$ cat config.mk
export PLATFORM = sky130hd
export DESIGN_NAME = dlst_norm_div
export DESIGN_NICKNAME = d
export VERILOG_FILES = /design/src/hw/rtl/dlst_pkg.sv /design/src/hw/rtl/dlst_norm_div.sv
export SDC_FILE = /design/constraint.sdc
export NUM_CORES = 1
export LEC_CHECK = 0
export ABC_AREA = 1
export BUFFER_PORTS_ARGS = -buffer_cell sky130_fd_sc_hd__buf_2
export CAP_MARGIN = 20
export CORE_MARGIN = 2
export CORE_UTILIZATION = 30
export CTS_CLUSTER_DIAMETER = 60
export DETAILED_ROUTE_END_ITERATION = 6
export GPL_ROUTABILITY_DRIVEN = 0
export PLACE_DENSITY = 0.55
export SYNTH_ARGS = -nofsm -noshare
export SYNTH_HDL_FRONTEND = slang
export SYNTH_SLANG_ARGS = --single-unit
$ cat constraint.sdc
create_clock -name aclk -period 13.71 [get_ports aclk]
set_input_delay 4.113 -clock aclk [delete_from_list [all_inputs] [get_ports aclk]]
set_output_delay 4.113 -clock aclk [all_outputs]
set_load 0.005 [all_outputs]
$ cat src/hw/rtl/dlst_pkg.sv
// Shared constants, codes, sigmoid table builder and saturation helper
// for the dense layer trainer. No dependencies.
`default_nettype none

package dlst_pkg;

    localparam int NUM_INPUTS  = 1024;
    localparam int NUM_OUTPUTS = 4;
    localparam int SIG_ENTRIES = 1024;

    localparam int ROW_W   = $clog2(NUM_INPUTS);
    localparam int CNT_W   = ROW_W + 1;
    localparam int NRN_W   = $clog2(NUM_OUTPUTS);
    localparam int SIG_AW  = $clog2(SIG_ENTRIES);
    localparam int SMP_W   = 16;
    localparam int WGT_W   = 32;
    localparam int LR_W    = 24;
    localparam int ACC_W   = SMP_W + WGT_W + CNT_W;
    localparam int MUL_W   = 33;
    localparam int PROD_W  = 2 * MUL_W;
    localparam int SAT_W   = 45;

    localparam logic [LR_W-1:0] LR_RESET = 24'd429497;

    typedef enum logic [1:0] {
        OP_LOAD    = 2'd0,
        OP_GRAD    = 2'd1,
        OP_BPROP   = 2'd2,
        OP_WWRITE  = 2'd3
    } op_t;

    typedef enum logic [1:0] {
        KIND_PRED  = 2'd0,
        KIND_BGRAD = 2'd1,
        KIND_ERROR = 2'd2
    } kind_t;

    typedef logic [15:0] sig_table_t [SIG_ENTRIES];

    // Long division used only while the table is built at elaboration.
    function automatic logic [63:0] udiv64(input logic [63:0] num, input logic [63:0] den);
        logic [63:0] q;
        logic [64:0] r;
        q = '0;
        r = '0;
        for (int b = 63; b >= 0; b--) begin
            r = {r[63:0], num[b]};
            if (r >= {1'b0, den}) begin
                r    = r - {1'b0, den};
                q[b] = 1'b1;
            end
        end
        return q;
    endfunction

    // Sigmoid at the center of each interval over -8..+8, Q0.16.
    // e^-|x| via Taylor series of e^-(|x|/16), then squared four times.
    function automatic sig_table_t build_sig_table();
        sig_table_t        t;
        logic [63:0]       xu;
        logic signed [63:0] x;
        logic signed [63:0] e;
        logic [63:0]       s;
        logic [63:0]       term;
        logic [63:0]       ue;
        logic [63:0]       den;
        logic [63:0]       p;
        for (int i = 0; i < SIG_ENTRIES; i++) begin
            xu   = udiv64(64'(2 * i + 1) << 31, 64'(SIG_ENTRIES));
            x    = $signed(xu) - 64'sh8000_0000;
            s    = (x < 0) ? 64'(-x) : 64'(x);
            e    = 64'sh1_0000_0000;
            term = 64'h1_0000_0000;
            for (int n = 1; n <= 12; n++) begin
                term = udiv64((term * s) >> 32, 64'(n));
                if ((n & 1) == 1) e = e - $signed(term);
                else              e = e + $signed(term);
            end
            if (e < 0) e = 0;
            if (e > 64'sh0_FFFF_FFFF) e = 64'sh0_FFFF_FFFF;
            ue = 64'(e);
            for (int k = 0; k < 4; k++) ue = (ue * ue) >> 32;
            den = 64'h1_0000_0000 + ue;
            if (x >= 0) p = udiv64(64'h1 << 48, den);
            else        p = udiv64(ue << 16, den);
            t[i] = (p > 64'd65535) ? 16'hFFFF : p[15:0];
        end
        return t;
    endfunction

    function automatic logic signed [31:0] sat32(input logic signed [SAT_W-1:0] v);
        logic signed [31:0] r;
        if ((&v[SAT_W-1:31]) || !(|v[SAT_W-1:31])) r = v[31:0];
        else if (v[SAT_W-1])                       r = 32'sh8000_0000;
        else                                       r = 32'sh7FFF_FFFF;
        return r;
    endfunction

endpackage

`default_nettype wire

$ cat src/hw/rtl/dlst_norm_div.sv
// Sample normalizer: trunc(sample * 2^15 / max), saturated to 16 bits.
// Radix-2 restoring divider, one quotient bit per cycle. Uses dlst_pkg.
`default_nettype none

module dlst_norm_div
    import dlst_pkg::*;
(
    input  wire logic                    aclk,
    input  wire logic                    aresetn,
    input  wire logic                    start,
    input  wire logic signed [SMP_W-1:0] sample,
    input  wire logic signed [SMP_W-1:0] max_val,   // always positive here
    output logic                         done,
    output logic signed [SMP_W-1:0]      quot
);

    localparam int QW = SMP_W - 1;

    logic                 busy_reg;
    logic                 done_reg;
    logic [3:0]           cnt_reg;
    logic [QW-1:0]        rem_reg;
    logic [QW-1:0]        q_reg;
    logic [QW-1:0]        den_reg;
    logic                 neg_reg;
    logic signed [SMP_W-1:0] quot_reg;

    logic signed [SMP_W:0] neg_max;
    logic signed [SMP_W:0] smp_ext;
    logic [SMP_W:0]        mag;
    logic [QW:0]           r2;
    logic                  ge;
    logic [QW-1:0]         q_next;

    assign neg_max = -(SMP_W+1)'(max_val);
    assign smp_ext = (SMP_W+1)'(sample);
    assign mag     = sample[SMP_W-1] ? 17'(-smp_ext) : 17'(smp_ext);
    assign r2      = {rem_reg, 1'b0};
    assign ge      = r2 >= {1'b0, den_reg};
    assign q_next  = {q_reg[QW-2:0], ge};

    always_ff @(posedge aclk) begin
        if (!aresetn) begin
            busy_reg <= 1'b0;
            done_reg <= 1'b0;
            cnt_reg  <= '0;
        end else begin
            if (start) begin
                if (sample >= max_val) begin
                    quot_reg <= 16'sh7FFF;
                    done_reg <= 1'b1;
                end else if (smp_ext <= neg_max) begin
                    quot_reg <= 16'sh8000;
                    done_reg <= 1'b1;
                end else begin
                    done_reg <= 1'b0;
                    busy_reg <= 1'b1;
                    cnt_reg  <= 4'(QW);
                    rem_reg  <= mag[QW-1:0];
                    q_reg    <= '0;
                    den_reg  <= max_val[QW-1:0];
                    neg_reg  <= sample[SMP_W-1];
                end
            end else if (busy_reg) begin
                rem_reg  <= ge ? QW'(r2 - {1'b0, den_reg}) : r2[QW-1:0];
                q_reg    <= q_next;
                cnt_reg  <= cnt_reg - 4'd1;
                done_reg <= (cnt_reg == 4'd1);
                if (cnt_reg == 4'd1) begin
                    busy_reg <= 1'b0;
                    quot_reg <= neg_reg ? -$signed({1'b0, q_next}) : $signed({1'b0, q_next});
                end
            end else begin
                done_reg <= 1'b0;
            end
        end
    end

    assign done = done_reg;
    assign quot = quot_reg;

endmodule

`default_nettype wire

==> results.json <==
{
  "status": "finished clean",
  "cts.hold.buffers_added": 0,
  "worstPathRequired_ns": 13.67,
  "fin_skew_ns": 0.01083,
  "htreeDepth": 3,
  "synth-seq-cells": 67,
  "start_util_pct": 30.66,
  "path_clk_slew_ns": 0.06,
  "synth_enable_flop_cells": 61,
  "slew_headroom_pct": 46.46,
  "die_width_um": 137.0,
  "io_pins": 52,
  "first_pass_iters": 5,
  "synth_area_leaders": "edfxtp_1 35%, ha_1 12%, nand2_1 10%, inv_1 6.7%, nor2_1 4.5%",
  "wl_um": 12200,
  "syn-cell-area_um2": 5303,
  "clock-sinks": 67,
  "yosysTopAreaCellShare_pct": 34.54,
  "first_iter_violations": 188,
  "ant_nets": 0,
  "busiest_layer": "met2",
  "timing.fmax_mhz": 138.0,
  "p_leak_nw": 2.847,
  "async_flop_share_pct": 0,
  "ys_warn_count": 0,
  "antenna_found_initial": 0,
  "swShare_pct": 29.42,
  "syn_nets": 750,
  "p_comb_share_pct": 23.2,
  "grtUsageMet3_pct": 2.481,
  "post_cts_buffers": 0,
  "dp_hpwl_um": 9574,
  "cts_buffer_depth": 2,
  "cts-root-buf": "clkbuf_16",
  "cts_tree": "yes",
  "insertion_delay_ns": 0.34,
  "p_total_mw": 0.6492,
  "layout-area-overhead-vs-synth_pct": 15.20,
  "p_switching_mw": 0.1910,
  "yosysUniqueCellTypes": 49,
  "postSynthAreaPerCell_um2": 8.010,
  "fin_crit_sh_pct": 52.85,
  "num_vias": 4350,
  "period_needed_ns": 7.246,
  "fin_setup_tns_ns": 0,
  "post-route-util_pct": 35.32,
  "slew_violations": 0,
  "die_area_um2": 18760,
  "num_antenna_cells": 0,
  "io_buffers": 51,
  "yosysSeqAreaShare_pct": 36.81,
  "startpoint_type": "input pin",
  "critPathMaxFanout": 16,
  "grt_pass1_vias": 4164,
  "vias_per_cell": 4.608,
  "largest_register_ffs": 16,
  "rsz0062_at_grt": "false",
  "worst_pin_slew_ns": 0.8031,
  "use_met2_pct": 21.95,
  "p_per_area_nw_per_um2": 106.3,
  "met1_usage_pct": 18.87,
  "grt_pass1_wl_um": 20360,
  "finalHoldViolCount": 0,
  "wire_per_inst_um": 12.92,
  "core_um2": 17300,
  "yosys.area.top_type": "edfxtp_1",
  "setup_viol": 0,
  "intPower_mw": 0.4582,
  "min_path_type": "reg2reg",
  "grt_max_degree": 40,
  "synthCells": 662,
  "die_h_um": 137.0,
  "ir_drop_uv": 55.97,
  "rows": 48,
  "seqPwrFrac_pct": 38.6,
  "cts_resized": 0,
  "end_kind": "flip-flop",
  "cts_buffers": 9,
  "cap_violations": 0,
  "grt-ovfl-total": 0,
  "crit_type": "in2reg",
  "critPathArrivalTime_ns": 7.21,
  "drive_above_1_share_pct": 14.74,
  "drc": 0,
  "track_usage_pct": 13.90,
  "fin_nets": 802,
  "ys.flop_type": "edfxtp_1",
  "p_clk_share_pct": 38.2
}
-- cells in the final DEF (no fill, tap or decap), types with 3 or more instances in the layout --
cell type | Yosys | layout
a21o_1 | 7 | 7
a21oi_1 | 45 | 45
a21oi_2 | 4 | 4
buf_2 | 4 | 51
clkbuf_16 | 0 | 9
clkinvlp_4 | 0 | 3
dfxtp_1 | 6 | 6
edfxtp_1 | 61 | 61
ha_1 | 52 | 52
inv_1 | 94 | 94
nand2_1 | 146 | 146
nand2_2 | 3 | 3
nand3_1 | 38 | 38
nand3_2 | 5 | 5
nand4_1 | 8 | 8
nor2_1 | 63 | 62
nor2_2 | 4 | 5
nor3_1 | 5 | 5
o21ai_0 | 29 | 29
o21ai_1 | 10 | 10
o21ai_2 | 6 | 6
xnor2_1 | 7 | 7
xor2_1 | 23 | 23
-- critical path, cell delays in order --
cell and delay [ns]:
buf_2 0.11, inv_1 0.08, ha_1 0.18, nand2_1 0.08
nor2_1 0.15, nand3_1 0.17, nor4_2 0.27, nand2_1 0.14
xor2_1 0.16, ha_1 0.29, nand2_1 0.07, nor2_1 0.17
nand2_1 0.08, nor2_1 0.09, nand2_1 0.07, nand4_1 0.12
nand2_1 0.08, nand3_1 0.13, and3_1 0.65
-- synth_stat cells, types with 2 or more instances --
master and instances:
nand2_1 146, inv_1 94, nor2_1 63, edfxtp_1 61, ha_1 52, a21oi_1 45
nand3_1 38, o21ai_0 29, xor2_1 23, o21ai_1 10, nand4_1 8, a21o_1 7
xnor2_1 7, dfxtp_1 6, o21ai_2 6, nand3_2 5, nor3_1 5, a21oi_2 4
buf_2 4, clkbuf_1 4, nor2_2 4, nand2_2 3, and3_1 2, buf_1 2
inv_2 2, nor3_4 2, o211ai_1 2, o211ai_2 2, o21a_1 2, o21bai_1 2
o31ai_1 2, or2_1 2, or2_2 2
-- through the flow --
step	cell area [µm²]	worst slack, ns	hold WS, ns	std cells
2_1_floorplan	5303	5.867	0.4531	662
3_3_place_gp	5788	6.153	0.4768	928
3_5_place_dp	5788	6.082	0.4775	928
4_1_cts	6108	6.429	0.4886	944
5_1_grt	6108	5.975	0.5296	944
6_report	6108	6.464	0.4915	944
-- layout make-up --
class                           instances  area, µm²
Clock inverter                          6      91.34
Sequential cell                        67       1952
Inverter                               97      366.6
Multi-Input combinational cell        486       2918
Clock buffer                           10      229.0
Fill cell                            1833      11190
Timing Repair Buffer                   53      270.3
Tap cell                              225      281.5
-- power by group through the flow --
stage | combinational [mW] | clock [mW] | sequential, mW
after global placement | 0.152 | 0 | 0.255
after CTS | 0.152 | 0.252 | 0.251
final | 0.151 | 0.248 | 0.251
after global routing | 0.174 | 0.261 | 0.253
after floorplan | 0.112 | 0 | 0.253
after detailed placement | 0.152 | 0 | 0.255
-- layer usage --
| layer | vias up | share of wire (%) |
|---|---|---|
| met4 | 0 | 1.7 |
| met3 | 11 | 3.2 |
| met2 | 64 | 46 |
| met5 | - | 0 |
| li1 | 2314 | - |
| met1 | 1961 | 49 |
-- logic make-up after synthesis --
logic type	after synthesis	share of synthesized area, %
and+or+nand+nor	288	24.54
AOI/OAI and AO/OA	115	12.84
buffers and inverters	109	8.211
DFF	67	36.81
adders and majority gates	53	12.65
xor gates and xnor gates	30	4.955
-- worst paths after layout --
kind	from	end	slack (ns)	cells after the start
min	busy_reg$_SDFFE_PN0P_	busy_reg$_SDFFE_PN0P_	0.49	2
min reg2reg	busy_reg$_SDFFE_PN0P_	busy_reg$_SDFFE_PN0P_	0.49	2
max reg2reg	rem_reg[8]$_DFFE_PP_	quot[14]$_DFFE_PP_	10.51	14
max	max_val[1]	quot[3]$_DFFE_PP_	6.46	19
Power figures use the tool's default switching activity.
